===== config.mk =====
export PLATFORM = sky130hd
export DESIGN_NAME = ansi_sgr_stream_parser
export DESIGN_NICKNAME = d
export VERILOG_FILES = /design/src/sv/asgr_pkg.sv /design/src/sv/asgr_dp.sv /design/src/sv/asgr_ctrl.sv /design/src/sv/ansi_sgr_stream_parser.sv
export SDC_FILE = /design/constraint.sdc
export NUM_CORES = 1
export LEC_CHECK = 0
export ABC_CLOCK_PERIOD_IN_PS = 6500
export BUFFER_PORTS_ARGS = -buffer_cell sky130_fd_sc_hd__buf_2
export CAP_MARGIN = 20
export CORE_MARGIN = 2
export CORE_UTILIZATION = 45
export CTS_BUF_LIST = sky130_fd_sc_hd__clkbuf_4
export DETAILED_ROUTE_END_ITERATION = 8
export PLACE_DENSITY = 0.7
export SYNTH_ARGS = -nofsm -noshare
export SYNTH_HDL_FRONTEND = slang
export SYNTH_HIERARCHICAL = 1
export SYNTH_SLANG_ARGS = --single-unit

===== constraint.sdc =====
create_clock -name aclk -period 6.5 [get_ports aclk]
set_clock_uncertainty 0.2 [all_clocks]
set_input_delay 0.975 -clock aclk [delete_from_list [all_inputs] [get_ports aclk]]
set_output_delay 0.975 -clock aclk [all_outputs]
set_load 0.02 [all_outputs]

===== src/sv/asgr_pkg.sv =====
// ----------------------------------------------------------------------------
// asgr_pkg
// Types, codes and SGR decoding functions for the ANSI SGR stream parser.
// ----------------------------------------------------------------------------
package asgr_pkg;

    typedef struct packed {
        logic       operation;
        logic [7:0] byte_value;
    } in_t;

    typedef struct packed {
        logic [7:0]  text_byte;
        logic [7:0]  attribute_bits;
        logic [2:0]  fore_kind;
        logic [23:0] fore_value;
        logic [2:0]  back_kind;
        logic [23:0] back_value;
        logic        segment_start;
    } out_t;

    typedef struct packed {
        logic [7:0]  attrs;
        logic [2:0]  fk;
        logic [23:0] fv;
        logic [2:0]  bk;
        logic [23:0] bv;
    } style_t;

    typedef enum logic [2:0] {
        CS_IDLE, CS_TYPE, CS_INDEX, CS_R, CS_G, CS_B
    } step_t;

    localparam logic [2:0] KIND_DEFAULT = 3'd0;
    localparam logic [2:0] KIND_STD     = 3'd1;
    localparam logic [2:0] KIND_BRIGHT  = 3'd2;
    localparam logic [2:0] KIND_INDEXED = 3'd3;
    localparam logic [2:0] KIND_RGB     = 3'd4;

    localparam logic [7:0] CH_ESC   = 8'h1B;
    localparam logic [7:0] CH_CSI8  = 8'h9B;
    localparam logic [7:0] CH_LBRK  = 8'h5B;
    localparam logic [7:0] CH_RBRK  = 8'h5D;
    localparam logic [7:0] CH_BSL   = 8'h5C;
    localparam logic [7:0] CH_BEL   = 8'h07;
    localparam logic [7:0] CH_SEMI  = 8'h3B;
    localparam logic [7:0] CH_M     = 8'h6D;
    localparam logic [7:0] CH_MINUS = 8'h2D;
    localparam logic [7:0] CH_ZERO  = 8'h30;
    localparam logic [7:0] CH_NINE  = 8'h39;
    localparam logic [7:0] FIN_LO   = 8'h40;
    localparam logic [7:0] FIN_HI   = 8'h7E;

    typedef struct packed {
        logic rst_style;
        logic begin_csi;
        logic emit;
        logic tok_feed;
        logic tok_apply;
        logic tok_clear;
        logic step_clear;
        logic commit;
        logic setup;
        logic rep_apply;
        logic [1:0] rep_idx;
    } cmd_t;

    typedef struct packed {
        logic       tok_started;
        logic       step_idle;
        logic       post_idle;
        logic [1:0] rep_len;
        logic       out_busy;
    } stat_t;

    typedef struct packed {
        style_t             ws;
        step_t              step;
        logic               back;
        logic signed [16:0] h0;
        logic signed [16:0] h1;
        logic signed [16:0] h2;
    } apply_res_t;

    function automatic logic [7:0] clamp8(logic signed [16:0] v);
        logic [7:0] r;
        if (v < 0) begin
            r = 8'd0;
        end else if (v > 255) begin
            r = 8'd255;
        end else begin
            r = v[7:0];
        end
        return r;
    endfunction

    function automatic logic [23:0] offset3(logic signed [16:0] c,
                                            logic signed [16:0] base);
        logic signed [16:0] d;
        d = c - base;
        return {21'd0, d[2:0]};
    endfunction

    function automatic style_t set_colour(style_t s, logic back, logic [2:0] kind,
                                          logic [23:0] value);
        style_t r;
        r = s;
        if (back) begin
            r.bk = kind;
            r.bv = value;
        end else begin
            r.fk = kind;
            r.fv = value;
        end
        return r;
    endfunction

    function automatic logic [2:0] attr_bit(logic [3:0] c);
        logic [2:0] r;
        case (c)
            4'd1: r = 3'd0;
            4'd2: r = 3'd1;
            4'd3: r = 3'd2;
            4'd4: r = 3'd3;
            4'd5: r = 3'd4;
            4'd6: r = 3'd4;
            4'd7: r = 3'd5;
            4'd8: r = 3'd6;
            4'd9: r = 3'd7;
            default: r = 3'd0;
        endcase
        return r;
    endfunction

    function automatic apply_res_t apply_code(style_t s, step_t st, logic back,
                                              logic signed [16:0] h0,
                                              logic signed [16:0] h1,
                                              logic signed [16:0] h2,
                                              logic signed [16:0] c);
        apply_res_t r;
        logic       ord;
        r.ws   = s;
        r.step = st;
        r.back = back;
        r.h0   = h0;
        r.h1   = h1;
        r.h2   = h2;
        ord    = 1'b0;
        case (st)
            CS_TYPE: begin
                r.h0 = c;
                if (c == 5) begin
                    r.step = CS_INDEX;
                end else if (c == 2) begin
                    r.step = CS_R;
                end else begin
                    r.ws   = set_colour(r.ws, back, KIND_DEFAULT, 24'd0);
                    r.step = CS_IDLE;
                    ord    = 1'b1;
                end
            end
            CS_INDEX: begin
                r.step = CS_IDLE;
                if (c >= 0 && c < 8) begin
                    r.ws = set_colour(r.ws, back, KIND_STD, {21'd0, c[2:0]});
                end else if (c >= 8 && c < 16) begin
                    r.ws = set_colour(r.ws, back, KIND_BRIGHT, {21'd0, c[2:0]});
                end else begin
                    r.ws = set_colour(r.ws, back, KIND_INDEXED, {16'd0, clamp8(c)});
                end
            end
            CS_R: begin
                r.h1   = c;
                r.step = CS_G;
            end
            CS_G: begin
                r.h2   = c;
                r.step = CS_B;
            end
            CS_B: begin
                r.step = CS_IDLE;
                r.ws   = set_colour(r.ws, back, KIND_RGB,
                                    {clamp8(h1), clamp8(h2), clamp8(c)});
            end
            default: begin
                ord = 1'b1;
            end
        endcase
        if (ord) begin
            if (c == 0) begin
                r.ws = '0;
            end else if (c >= 1 && c <= 9) begin
                r.ws.attrs[attr_bit(c[3:0])] = 1'b1;
            end else if (c == 22) begin
                r.ws.attrs[1:0] = 2'b00;
            end else if (c == 23) begin
                r.ws.attrs[2] = 1'b0;
            end else if (c == 24) begin
                r.ws.attrs[3] = 1'b0;
            end else if (c == 25) begin
                r.ws.attrs[4] = 1'b0;
            end else if (c == 27) begin
                r.ws.attrs[5] = 1'b0;
            end else if (c == 28) begin
                r.ws.attrs[6] = 1'b0;
            end else if (c == 29) begin
                r.ws.attrs[7] = 1'b0;
            end else if (c == 38) begin
                r.step = CS_TYPE;
                r.back = 1'b0;
            end else if (c == 48) begin
                r.step = CS_TYPE;
                r.back = 1'b1;
            end else if (c == 39) begin
                r.ws.fk = KIND_DEFAULT;
                r.ws.fv = 24'd0;
            end else if (c == 49) begin
                r.ws.bk = KIND_DEFAULT;
                r.ws.bv = 24'd0;
            end else if (c >= 30 && c <= 37) begin
                r.ws.fk = KIND_STD;
                r.ws.fv = offset3(c, 17'sd30);
            end else if (c >= 40 && c <= 47) begin
                r.ws.bk = KIND_STD;
                r.ws.bv = offset3(c, 17'sd40);
            end else if (c >= 90 && c <= 97) begin
                r.ws.fk = KIND_BRIGHT;
                r.ws.fv = offset3(c, 17'sd90);
            end else if (c >= 100 && c <= 107) begin
                r.ws.bk = KIND_BRIGHT;
                r.ws.bv = offset3(c, 17'sd100);
            end
        end
        return r;
    endfunction

endpackage


===== src/sv/asgr_dp.sv =====
// ----------------------------------------------------------------------------
// asgr_dp
// Datapath: styles, token decoder, colour sequence state, held codes and
// the output register.
// ----------------------------------------------------------------------------
module asgr_dp (
    input  logic            aclk,
    input  logic            aresetn,
    input  asgr_pkg::in_t   in_data,
    input  asgr_pkg::cmd_t  cmd,
    output asgr_pkg::stat_t stat,
    input  logic            m_ready,
    output logic            m_valid,
    output asgr_pkg::out_t  m_data
);

    asgr_pkg::style_t   cur_reg, cur_next;
    asgr_pkg::style_t   ws_reg, ws_next;
    asgr_pkg::step_t    step_reg, step_next;
    logic               back_reg, back_next;
    logic [15:0]        tok_reg, tok_next;
    logic               started_reg, started_next;
    logic               neg_reg, neg_next;
    logic               digit_reg, digit_next;
    logic               done_reg, done_next;
    logic               seg_reg, seg_next;
    logic signed [16:0] h0_reg, h0_next;
    logic signed [16:0] h1_reg, h1_next;
    logic signed [16:0] h2_reg, h2_next;
    logic signed [16:0] l0_reg, l0_next;
    logic signed [16:0] l1_reg, l1_next;
    logic signed [16:0] l2_reg, l2_next;
    logic               mv_reg, mv_next;
    asgr_pkg::out_t     md_reg, md_next;

    logic signed [16:0]   tok_code;
    logic signed [16:0]   rep_code;
    logic signed [16:0]   code;
    logic [19:0]          tok_mul;
    logic [7:0]           b;
    asgr_pkg::apply_res_t ap;

    assign b = in_data.byte_value;

    always_comb begin
        if (!digit_reg) begin
            tok_code = 17'sd0;
        end else if (neg_reg) begin
            tok_code = -$signed({1'b0, tok_reg});
        end else begin
            tok_code = $signed({1'b0, tok_reg});
        end
        case (cmd.rep_idx)
            2'd0: rep_code = l0_reg;
            2'd1: rep_code = l1_reg;
            default: rep_code = l2_reg;
        endcase
        code = cmd.rep_apply ? rep_code : tok_code;
        ap = asgr_pkg::apply_code(ws_reg, step_reg, back_reg, h0_reg, h1_reg, h2_reg,
                                  code);
        tok_mul = {4'd0, tok_reg} * 20'd10 + {12'd0, b - asgr_pkg::CH_ZERO};
    end

    always_comb begin
        cur_next     = cur_reg;
        ws_next      = ws_reg;
        step_next    = step_reg;
        back_next    = back_reg;
        tok_next     = tok_reg;
        started_next = started_reg;
        neg_next     = neg_reg;
        digit_next   = digit_reg;
        done_next    = done_reg;
        seg_next     = seg_reg;
        h0_next      = h0_reg;
        h1_next      = h1_reg;
        h2_next      = h2_reg;
        l0_next      = l0_reg;
        l1_next      = l1_reg;
        l2_next      = l2_reg;
        mv_next      = mv_reg & ~m_ready;
        md_next      = md_reg;
        if (cmd.rst_style) begin
            cur_next     = '0;
            ws_next      = '0;
            step_next    = asgr_pkg::CS_IDLE;
            back_next    = 1'b0;
            tok_next     = 16'd0;
            started_next = 1'b0;
            neg_next     = 1'b0;
            digit_next   = 1'b0;
            done_next    = 1'b0;
            seg_next     = 1'b1;
        end else if (cmd.begin_csi) begin
            ws_next      = cur_reg;
            step_next    = asgr_pkg::CS_IDLE;
            back_next    = 1'b0;
            tok_next     = 16'd0;
            started_next = 1'b0;
            neg_next     = 1'b0;
            digit_next   = 1'b0;
            done_next    = 1'b0;
            seg_next     = 1'b1;
        end else begin
            if (cmd.tok_apply || cmd.rep_apply) begin
                ws_next   = ap.ws;
                step_next = ap.step;
                back_next = ap.back;
                h0_next   = ap.h0;
                h1_next   = ap.h1;
                h2_next   = ap.h2;
            end
            if (cmd.setup) begin
                l0_next   = h0_reg;
                l1_next   = h1_reg;
                l2_next   = h2_reg;
                ws_next   = asgr_pkg::set_colour(ws_reg, back_reg,
                                                 asgr_pkg::KIND_DEFAULT, 24'd0);
                step_next = asgr_pkg::CS_IDLE;
            end
            if (cmd.commit) begin
                cur_next = cmd.tok_apply ? ap.ws : ws_reg;
            end
            if (cmd.tok_feed) begin
                if (!done_reg) begin
                    if (b >= asgr_pkg::CH_ZERO && b <= asgr_pkg::CH_NINE) begin
                        tok_next   = (tok_mul > 20'd65535) ? 16'hFFFF : tok_mul[15:0];
                        digit_next = 1'b1;
                    end else if (b == asgr_pkg::CH_MINUS && !started_reg) begin
                        neg_next = 1'b1;
                    end else begin
                        done_next = 1'b1;
                    end
                end
                started_next = 1'b1;
            end
            if (cmd.tok_clear) begin
                tok_next     = 16'd0;
                started_next = 1'b0;
                neg_next     = 1'b0;
                digit_next   = 1'b0;
                done_next    = 1'b0;
            end
            if (cmd.step_clear) begin
                step_next = asgr_pkg::CS_IDLE;
            end
            if (cmd.emit) begin
                seg_next                = 1'b0;
                mv_next                 = 1'b1;
                md_next.text_byte       = b;
                md_next.attribute_bits  = cur_reg.attrs;
                md_next.fore_kind       = cur_reg.fk;
                md_next.fore_value      = cur_reg.fv;
                md_next.back_kind       = cur_reg.bk;
                md_next.back_value      = cur_reg.bv;
                md_next.segment_start   = seg_reg;
            end
        end
    end

    always_ff @(posedge aclk) begin
        if (!aresetn) begin
            cur_reg     <= '0;
            ws_reg      <= '0;
            step_reg    <= asgr_pkg::CS_IDLE;
            back_reg    <= 1'b0;
            tok_reg     <= 16'd0;
            started_reg <= 1'b0;
            neg_reg     <= 1'b0;
            digit_reg   <= 1'b0;
            done_reg    <= 1'b0;
            seg_reg     <= 1'b0;
            mv_reg      <= 1'b0;
        end else begin
            cur_reg     <= cur_next;
            ws_reg      <= ws_next;
            step_reg    <= step_next;
            back_reg    <= back_next;
            tok_reg     <= tok_next;
            started_reg <= started_next;
            neg_reg     <= neg_next;
            digit_reg   <= digit_next;
            done_reg    <= done_next;
            seg_reg     <= seg_next;
            mv_reg      <= mv_next;
        end
    end

    always_ff @(posedge aclk) begin
        h0_reg <= h0_next;
        h1_reg <= h1_next;
        h2_reg <= h2_next;
        l0_reg <= l0_next;
        l1_reg <= l1_next;
        l2_reg <= l2_next;
        md_reg <= md_next;
    end

    always_comb begin
        stat.tok_started = started_reg;
        stat.step_idle   = (step_reg == asgr_pkg::CS_IDLE);
        stat.post_idle   = (ap.step == asgr_pkg::CS_IDLE);
        stat.out_busy    = mv_reg & ~m_ready;
        case (step_reg)
            asgr_pkg::CS_INDEX: stat.rep_len = 2'd1;
            asgr_pkg::CS_R:     stat.rep_len = 2'd1;
            asgr_pkg::CS_G:     stat.rep_len = 2'd2;
            asgr_pkg::CS_B:     stat.rep_len = 2'd3;
            default:            stat.rep_len = 2'd0;
        endcase
    end

    assign m_valid = mv_reg;
    assign m_data  = md_reg;

endmodule


===== src/sv/asgr_ctrl.sv =====
// ----------------------------------------------------------------------------
// asgr_ctrl
// Controller: byte scanner state machine and colour replay sequencer.
// ----------------------------------------------------------------------------
module asgr_ctrl (
    input  logic            aclk,
    input  logic            aresetn,
    input  logic            s_valid,
    output logic            s_ready,
    input  asgr_pkg::in_t   in_data,
    input  asgr_pkg::stat_t stat,
    output asgr_pkg::cmd_t  cmd
);

    typedef enum logic [2:0] {
        GROUND, ESC, CSI_FIRST, CSI_MORE, OSC, OSC_ESC, SETUP, REPLAY
    } state_t;

    state_t     state_reg, state_next;
    logic [1:0] cnt_reg, cnt_next;
    logic [1:0] n_reg, n_next;
    logic       acc;
    logic       apply_m;
    logic [7:0] b;

    assign b       = in_data.byte_value;
    assign s_ready = (state_reg != SETUP) && (state_reg != REPLAY) && !stat.out_busy;
    assign acc     = s_valid && s_ready;
    assign apply_m = (state_reg == CSI_FIRST) || stat.tok_started;

    always_comb begin
        state_next = state_reg;
        cnt_next   = cnt_reg;
        n_next     = n_reg;
        cmd        = '0;
        cmd.rep_idx = cnt_reg;
        case (state_reg)
            SETUP: begin
                if (stat.step_idle) begin
                    cmd.commit = 1'b1;
                    state_next = GROUND;
                end else begin
                    cmd.setup = 1'b1;
                    n_next    = stat.rep_len;
                    cnt_next  = 2'd0;
                    if (stat.rep_len != 2'd0) begin
                        state_next = REPLAY;
                    end
                end
            end
            REPLAY: begin
                cmd.rep_apply = 1'b1;
                if (cnt_reg == n_reg - 2'd1) begin
                    state_next = SETUP;
                end else begin
                    cnt_next = cnt_reg + 2'd1;
                end
            end
            default: begin
                if (acc) begin
                    if (in_data.operation) begin
                        cmd.rst_style = 1'b1;
                        state_next    = GROUND;
                    end else begin
                        case (state_reg)
                            GROUND: begin
                                if (b == asgr_pkg::CH_ESC) begin
                                    state_next = ESC;
                                end else if (b == asgr_pkg::CH_CSI8) begin
                                    cmd.begin_csi = 1'b1;
                                    state_next    = CSI_FIRST;
                                end else begin
                                    cmd.emit = 1'b1;
                                end
                            end
                            ESC: begin
                                if (b == asgr_pkg::CH_LBRK) begin
                                    cmd.begin_csi = 1'b1;
                                    state_next    = CSI_FIRST;
                                end else if (b == asgr_pkg::CH_RBRK) begin
                                    state_next = OSC;
                                end else begin
                                    state_next = GROUND;
                                end
                            end
                            CSI_FIRST, CSI_MORE: begin
                                if (b >= asgr_pkg::FIN_LO && b <= asgr_pkg::FIN_HI) begin
                                    cmd.tok_clear = 1'b1;
                                    state_next    = GROUND;
                                    if (b == asgr_pkg::CH_M) begin
                                        cmd.tok_apply = apply_m;
                                        if (apply_m ? stat.post_idle : stat.step_idle) begin
                                            cmd.commit = 1'b1;
                                        end else begin
                                            state_next = SETUP;
                                        end
                                    end else begin
                                        cmd.step_clear = 1'b1;
                                    end
                                end else if (b == asgr_pkg::CH_SEMI) begin
                                    cmd.tok_apply = 1'b1;
                                    cmd.tok_clear = 1'b1;
                                    state_next    = CSI_MORE;
                                end else begin
                                    cmd.tok_feed = 1'b1;
                                end
                            end
                            OSC: begin
                                if (b == asgr_pkg::CH_BEL) begin
                                    state_next = GROUND;
                                end else if (b == asgr_pkg::CH_ESC) begin
                                    state_next = OSC_ESC;
                                end
                            end
                            OSC_ESC: begin
                                if (b == asgr_pkg::CH_BSL || b == asgr_pkg::CH_BEL) begin
                                    state_next = GROUND;
                                end else if (b != asgr_pkg::CH_ESC) begin
                                    state_next = OSC;
                                end
                            end
                            default: begin
                                state_next = GROUND;
                            end
                        endcase
                    end
                end
            end
        endcase
    end

    always_ff @(posedge aclk) begin
        if (!aresetn) begin
            state_reg <= GROUND;
            cnt_reg   <= 2'd0;
            n_reg     <= 2'd0;
        end else begin
            state_reg <= state_next;
            cnt_reg   <= cnt_next;
            n_reg     <= n_next;
        end
    end

endmodule


===== src/sv/ansi_sgr_stream_parser.sv =====
// ----------------------------------------------------------------------------
// ansi_sgr_stream_parser
// Parses a terminal byte stream and tags each text byte with its SGR style.
//
// The s_ channel takes one transaction per terminal byte, or a style reset
// when operation is set. The m_ channel delivers one transaction per text
// byte with the style in force when the byte arrived. Escape sequences,
// CSI sequences and OSC strings produce no output transaction.
// A byte is taken every cycle unless the output stalls or a replay runs; a
// text byte appears on the m_ channel in the cycle after it is accepted.
// When an 'm' final byte ends a CSI inside an unfinished 38/48 colour
// sequence, the replay sequencer runs and holds off the s_ channel.
// The output register holds a result while the receiver stalls; s_ready
// is high outside replay if the output register is free at the next edge.
// Reset returns the scanner to ground, default colours, no attributes and
// an empty output register.
// ----------------------------------------------------------------------------
module ansi_sgr_stream_parser (
    input  logic           aclk,
    input  logic           aresetn,
    input  logic           s_valid,
    output logic           s_ready,
    input  asgr_pkg::in_t  s_data,
    output logic           m_valid,
    input  logic           m_ready,
    output asgr_pkg::out_t m_data
);

    asgr_pkg::cmd_t  cmd;
    asgr_pkg::stat_t stat;

    asgr_ctrl u_ctrl (
        .aclk    (aclk),
        .aresetn (aresetn),
        .s_valid (s_valid),
        .s_ready (s_ready),
        .in_data (s_data),
        .stat    (stat),
        .cmd     (cmd)
    );

    asgr_dp u_dp (
        .aclk    (aclk),
        .aresetn (aresetn),
        .in_data (s_data),
        .cmd     (cmd),
        .stat    (stat),
        .m_ready (m_ready),
        .m_valid (m_valid),
        .m_data  (m_data)
    );

endmodule


* After elaboration in Yosys (flattened, before gate mapping)
Memory sizes are Yosys's and may differ from the RTL's. Cells that the tools add are included.
Operators by class: multiplexer cells 139, multiply operators 1, equal/unequal tests 48, add/subtract/negate cells 9, reduce and logical (&&, ||, !) cells 53, divide/modulo/power cells 0, magnitude comparators 27, bitwise operators 18, shift-type cells 0
Operators with widths (number):
- $mux W27 | 21
- $mux W58 | 8
- $mux W54 | 6
- $mux W62 | 5
- $pmux W54 S3 | 1
- $eq A17 B6 Y1 const B | 7
- $eq A17 B7 Y1 const B | 4
- $mux W3 | 22
- $mux W66 | 1
- $mux W8 | 8
- $gt A17 B9 Y1 const B | 3
- $lt A17 B1 Y1 const B | 3
- $mux W17 | 3
- $mux W1 | 35
- $ge A17 B8 Y1 const B | 2
- $le A17 B7 Y1 const B | 2
- $le A17 B8 Y1 const B | 2
- $pmux W17 S2 | 1
- $eq A8 B7 Y1 const B | 4
- $logic_not A32 Y1 | 1
- $ne A6 B2 Y1 const B | 4
- $add A20 B8 Y20 | 1
- $gt A20 B16 Y1 const B | 1
- $mul A16 B3 Y19 const B | 1
- other kinds (69) | 149
Storage, ports and cells: bits in latches 0, ROM bits 48, output and inout port bits 73, bits of input ports 13, bits in registers 330, memory bits (writable) 0, memories kept 1, logic and storage cells 331
Memory list:
- (name not given) | words 16, width 3, rd ports 1, clocked after memory_dff 0, wr ports 0, line asgr_pkg.sv:120 | case (c)

* Depth between registers and ports, before layout
word-level depth 42, mapped depth 26, depth with buffers taken out 21

* Hierarchy
Netlist, hierarchy kept.
By module, submodules not included:
- asgr_dp | area each 16261.8 um^2, cells an instance 1624, times used 1
- asgr_ctrl | area each 863.3 um^2, cells an instance 111, times used 1

* Least setup slack after synthesis
Ideal clock, no wire load.
path kind register to register, start register u_ctrl.state_reg[2], end register u_dp/cur_reg[58] (netlist name), slack 1.276 ns, buffers on the path 6, library setup time 0.133 ns, data required time 6.167 ns, stages on the path, launching flop included 26, data arrival time 4.891 ns, path through dfxtp_1 > buf_2 > nand2_2 > nor2_1 > clkbuf_1 > clkbuf_1 > buf_2 > o211ai_1 > o21ai_1 > ha_1 > buf_1 > mux2_2 > and4_4 > nand3_4 > o22ai_2 > or3_1 > nand2_1 > nor2_1 > mux2_4 > nand3_1 > o21ai_0 > nor2b_1 > clkbuf_1 > nand2_1 > nor4_1 > nor4_1
RTL lines:
- from (decl) | line asgr_ctrl.sv:19 | state_t state_reg, state_next;
- from (signal assigned) | line asgr_ctrl.sv:138 | state_reg <= state_next;
- to (signal assigned) | line asgr_dp.sv:175 | cur_reg <= cur_next;
- to (decl) | line asgr_dp.sv:17 | asgr_pkg::style_t cur_reg, cur_next;

==> results.tsv <==
stage	metric	value	unit
placement	Place WS	0.659	ns
logic_synthesis	Post-Syn Instances	1735	
clock_tree	clk_lat worst skew	0.79	ns
sta	RSZ-0062 raised after global routing	false	
sta	fin crit period	5.95	ns
logic_synthesis	Synth Area in Compound Gates	0.232	
sta	Worst Tran Pin Value	1.09	ns
logic_synthesis	Synth area leaders	edfxtp_1 30%, dfxtp_1 18%, o21ai_0 3.9%	
sta	Hold WS	0.212	ns
finish	Layout area overhead	12.6	%
critical_path	CP Launch Type	flop	
floorplanning	Die W	199	microns
sta	FMAX	168	MHz
grt	Total GRT Usage	0.259	
grt	first-pass GRT wire length	79800	microns
logic_synthesis	Yosys top cell by area	edfxtp_1	
clock_tree	Num CTS Buffers	87	
finish	post-route cell area	19300	sq um
clock_tree	hold-fix buffers at CTS	0	
logic_synthesis	post-synthesis simple-gate area fraction	0.162	
finish	final core utilization	0.513	
floorplanning	core area	37600	sq um
grt	initial antenna violation count	1	
critical_path	CP top delay family	simple AND/OR/NAND/NOR gates	
clock_tree	CTS tree	built	
clock_tree	CTS Root Cell	clkbuf_4	
finish	layout cells sized above 1	0.191	
placement	Inst Count DP	2276	
critical_path	Worst EP arrival	6.39	ns
placement	Placer Congestion	0.977	
min_path	HP Class	reg2reg	
logic_synthesis	post-synth net total	1796	
power_and_ir_drop	Leak	7.12	nW
finish	post-route insts no fill	2433	
sta	Fin Setup TNS	0	ns
critical_path	critical setup path kind	reg2reg	
run_status	status	finished clean	
logic_synthesis	Post-Synth Adder-Cell Area	0.0359	
finish	max FFs per register	71	
critical_path	critical-path maximum fanout	31	
logic_synthesis	Synth top area share	0.303	
critical_path	crit-path cells	buf_4 -> mux2_2 -> o211ai_1 -> nand3_1 -> and4bb_1 -> and2_1 -> nand3_1 -> nor2_1 -> or3_1 -> nand2_1 -> nor2_1 -> mux2_4 -> nand3_1 -> o21ai_0 -> nor2b_4 -> nor2_1 -> a21oi_1 -> o21ai_0	
grt	largest net degree at the start of global routing	61	
logic_synthesis	FF+latch count, synth	330	
critical_path	Buffers & Inverters on Critical Path	1	
placement	port bufs	85	
logic_synthesis	Yosys cell types	107	
routing	final WL	51600	microns
routing	drt drc	0	
clock_tree	CTS H-tree lvls	3	
sta	setup violators final	0	
floorplanning	Boundary Pins	86	
logic_synthesis	area share of xor/xnor cells in the synthesized design	0.0179	
grt	total grt overflow	0	
routing	vias per inst	6.24	
logic_synthesis	syn avg cell area	9.87	sq um
power_and_ir_drop	PD cells	212	nW/um^2
placement	Post-DP Area	18200	sq um
logic_synthesis	Main synth FF type	edfxtp_1	
job	Max Cap Viol	0	
clock_tree	Post CTS Setup Buffer Count	0	
clock_tree	post-CTS sizing	0	
routing	First-pass DRT Iterations	8	
finish	Layout Nets	1915	
finish	Fill cells	3437	
floorplanning	starting density of the core	0.456	
power_and_ir_drop	Pwr Total	4.08	mW
critical_path	highest-delay cell along the critical path	nor2b_4	
sta	slew margin rel.	0.270	
clock_tree	Clk pin slew, worst setup/hold paths	0.07	ns
logic_synthesis	mapped cell area	17100	sq um
logic_synthesis	multiplexer area fraction after synthesis	0.0197	
logic_synthesis	largest family of logic cells by synthesized area	compound AO/OA/AOI/OAI gates	
logic_synthesis	synth warn	6	
floorplanning	FP Rows	71	
sta	final setup margin	0.550	ns
logic_synthesis	post-synthesis async set-or-reset flop share	0	
placement	DP Wirelength	36000	microns
critical_path	max incr delay on CP	0.69	ns
clock_tree	CTS Buffer Depth	3	
routing	DR WL/cell	21.2	microns
routing	Post-DRT Antenna Nets	0	
routing	DR iter-0 viols	1694	
floorplanning	Die Height	199	microns
logic_synthesis	Seq/Total Area, Yosys	0.487	
critical_path	CP required	6.94	ns
routing	vias	15200	
logic_synthesis	number of synthesized flops with an enable pin	173	
grt	vias in the first global route	14400	
sta	max-slew violations	0	
sta	Hold Vio Cnt, Final	0	
floorplanning	die area	39600	sq um
clock_tree	clk sink count	330	
power_and_ir_drop	Max VDD drop	0.130	mV
critical_path	endpoint type of the worst setup path	flop	
sta	period utilisation layout	0.915	
==> per-layer routing <==
metal	part of all wire	up-vias	routed length [microns]	GRT usage
li1	-	6945	-	-
met1	0.43	7324	21900	0.350
met2	0.46	780	23700	0.407
met3	0.088	121	4530	0.0565
met4	0.028	0	1440	0.101
met5	0	-	0	0
==> synthesized netlist by cell type, drive strengths merged, types with 16 or more instances <==
cell type / count
a31oi: 16
edfxtp: 173
o211ai: 19
mux2i: 21
ha: 46
inv: 73
nand4: 18
clkbuf: 74
nor2b: 20
o22ai: 23
nand2: 126
a221oi: 49
dfxtp: 157
buf: 38
o31ai: 21
and3: 20
nand2b: 20
a21oi: 120
nor2: 152
or3: 22
a211oi: 36
nor4: 25
nand3: 28
o221a: 16
o21ai: 141
xnor2: 21
nor3: 40
a222oi: 17
==> final timing paths <==
kind / end / slack [ns] / depth (start not counted) / start
min reg2reg: u_dp/l0_reg[6] / 0.21 / 0 / u_dp/h0_reg[6]
min: u_dp/l0_reg[6] / 0.21 / 0 / u_dp/h0_reg[6]
max: u_dp/cur_reg[52] / 0.55 / 18 / u_ctrl/cnt_reg[0]
max reg2reg: u_dp/cur_reg[52] / 0.55 / 18 / u_ctrl/cnt_reg[0]
==> cells in the final DEF, fill, tap and decap left out, types with 22 or more instances in the layout <==
| master | Yosys | final |
|---|---|---|
| edfxtp_1 | 173 | 173 |
| dfxtp_1 | 157 | 157 |
| nor2_1 | 152 | 150 |
| o21ai_0 | 133 | 132 |
| nand2_1 | 125 | 125 |
| clkbuf_4 | 0 | 121 |
| a21oi_1 | 118 | 117 |
| buf_2 | 20 | 85 |
| inv_1 | 70 | 70 |
| buf_4 | 4 | 55 |
| a221oi_1 | 48 | 48 |
| ha_1 | 46 | 46 |
| nor3_1 | 36 | 33 |
| a211oi_1 | 33 | 33 |
| nand3_1 | 27 | 27 |
| clkinv_1 | 4 | 25 |
| nor4_1 | 22 | 22 |
| o22ai_1 | 22 | 22 |
==> power by group <==
group          internal (mW)  switching [mW]
clock network          0.873           0.885
logic                 0.0350          0.0935
registers               2.19         0.00529
==> area by class of cell <==
cell class                      count  area [sq um]  area share
Antenna cell                        1          2.50    0.000130
Clock inverter                     35           168     0.00869
Inverter                           77           289      0.0150
Multi-Input combinational cell   1216          8070       0.419
Sequential cell                   330          8340       0.432
Timing Repair Buffer              142           870      0.0451
Tap cell                          511           639      0.0332
Clock buffer                      121           908      0.0471
==> cells by family (layout without fill, tap and decap cells) <==
kind of cell / count (synthesis) / in the layout
XOR/XNOR: 35 / 35
other: 0 / 1
flip-flops: 330 / 330
AND/OR/NAND/NOR: 533 / 533
buffers and inverters: 189 / 375
multiplexers: 32 / 32
adder cells (fa/ha/maj): 48 / 48
AO/OA/AOI/OAI: 568 / 568
Power figures use the tool's default switching activity.
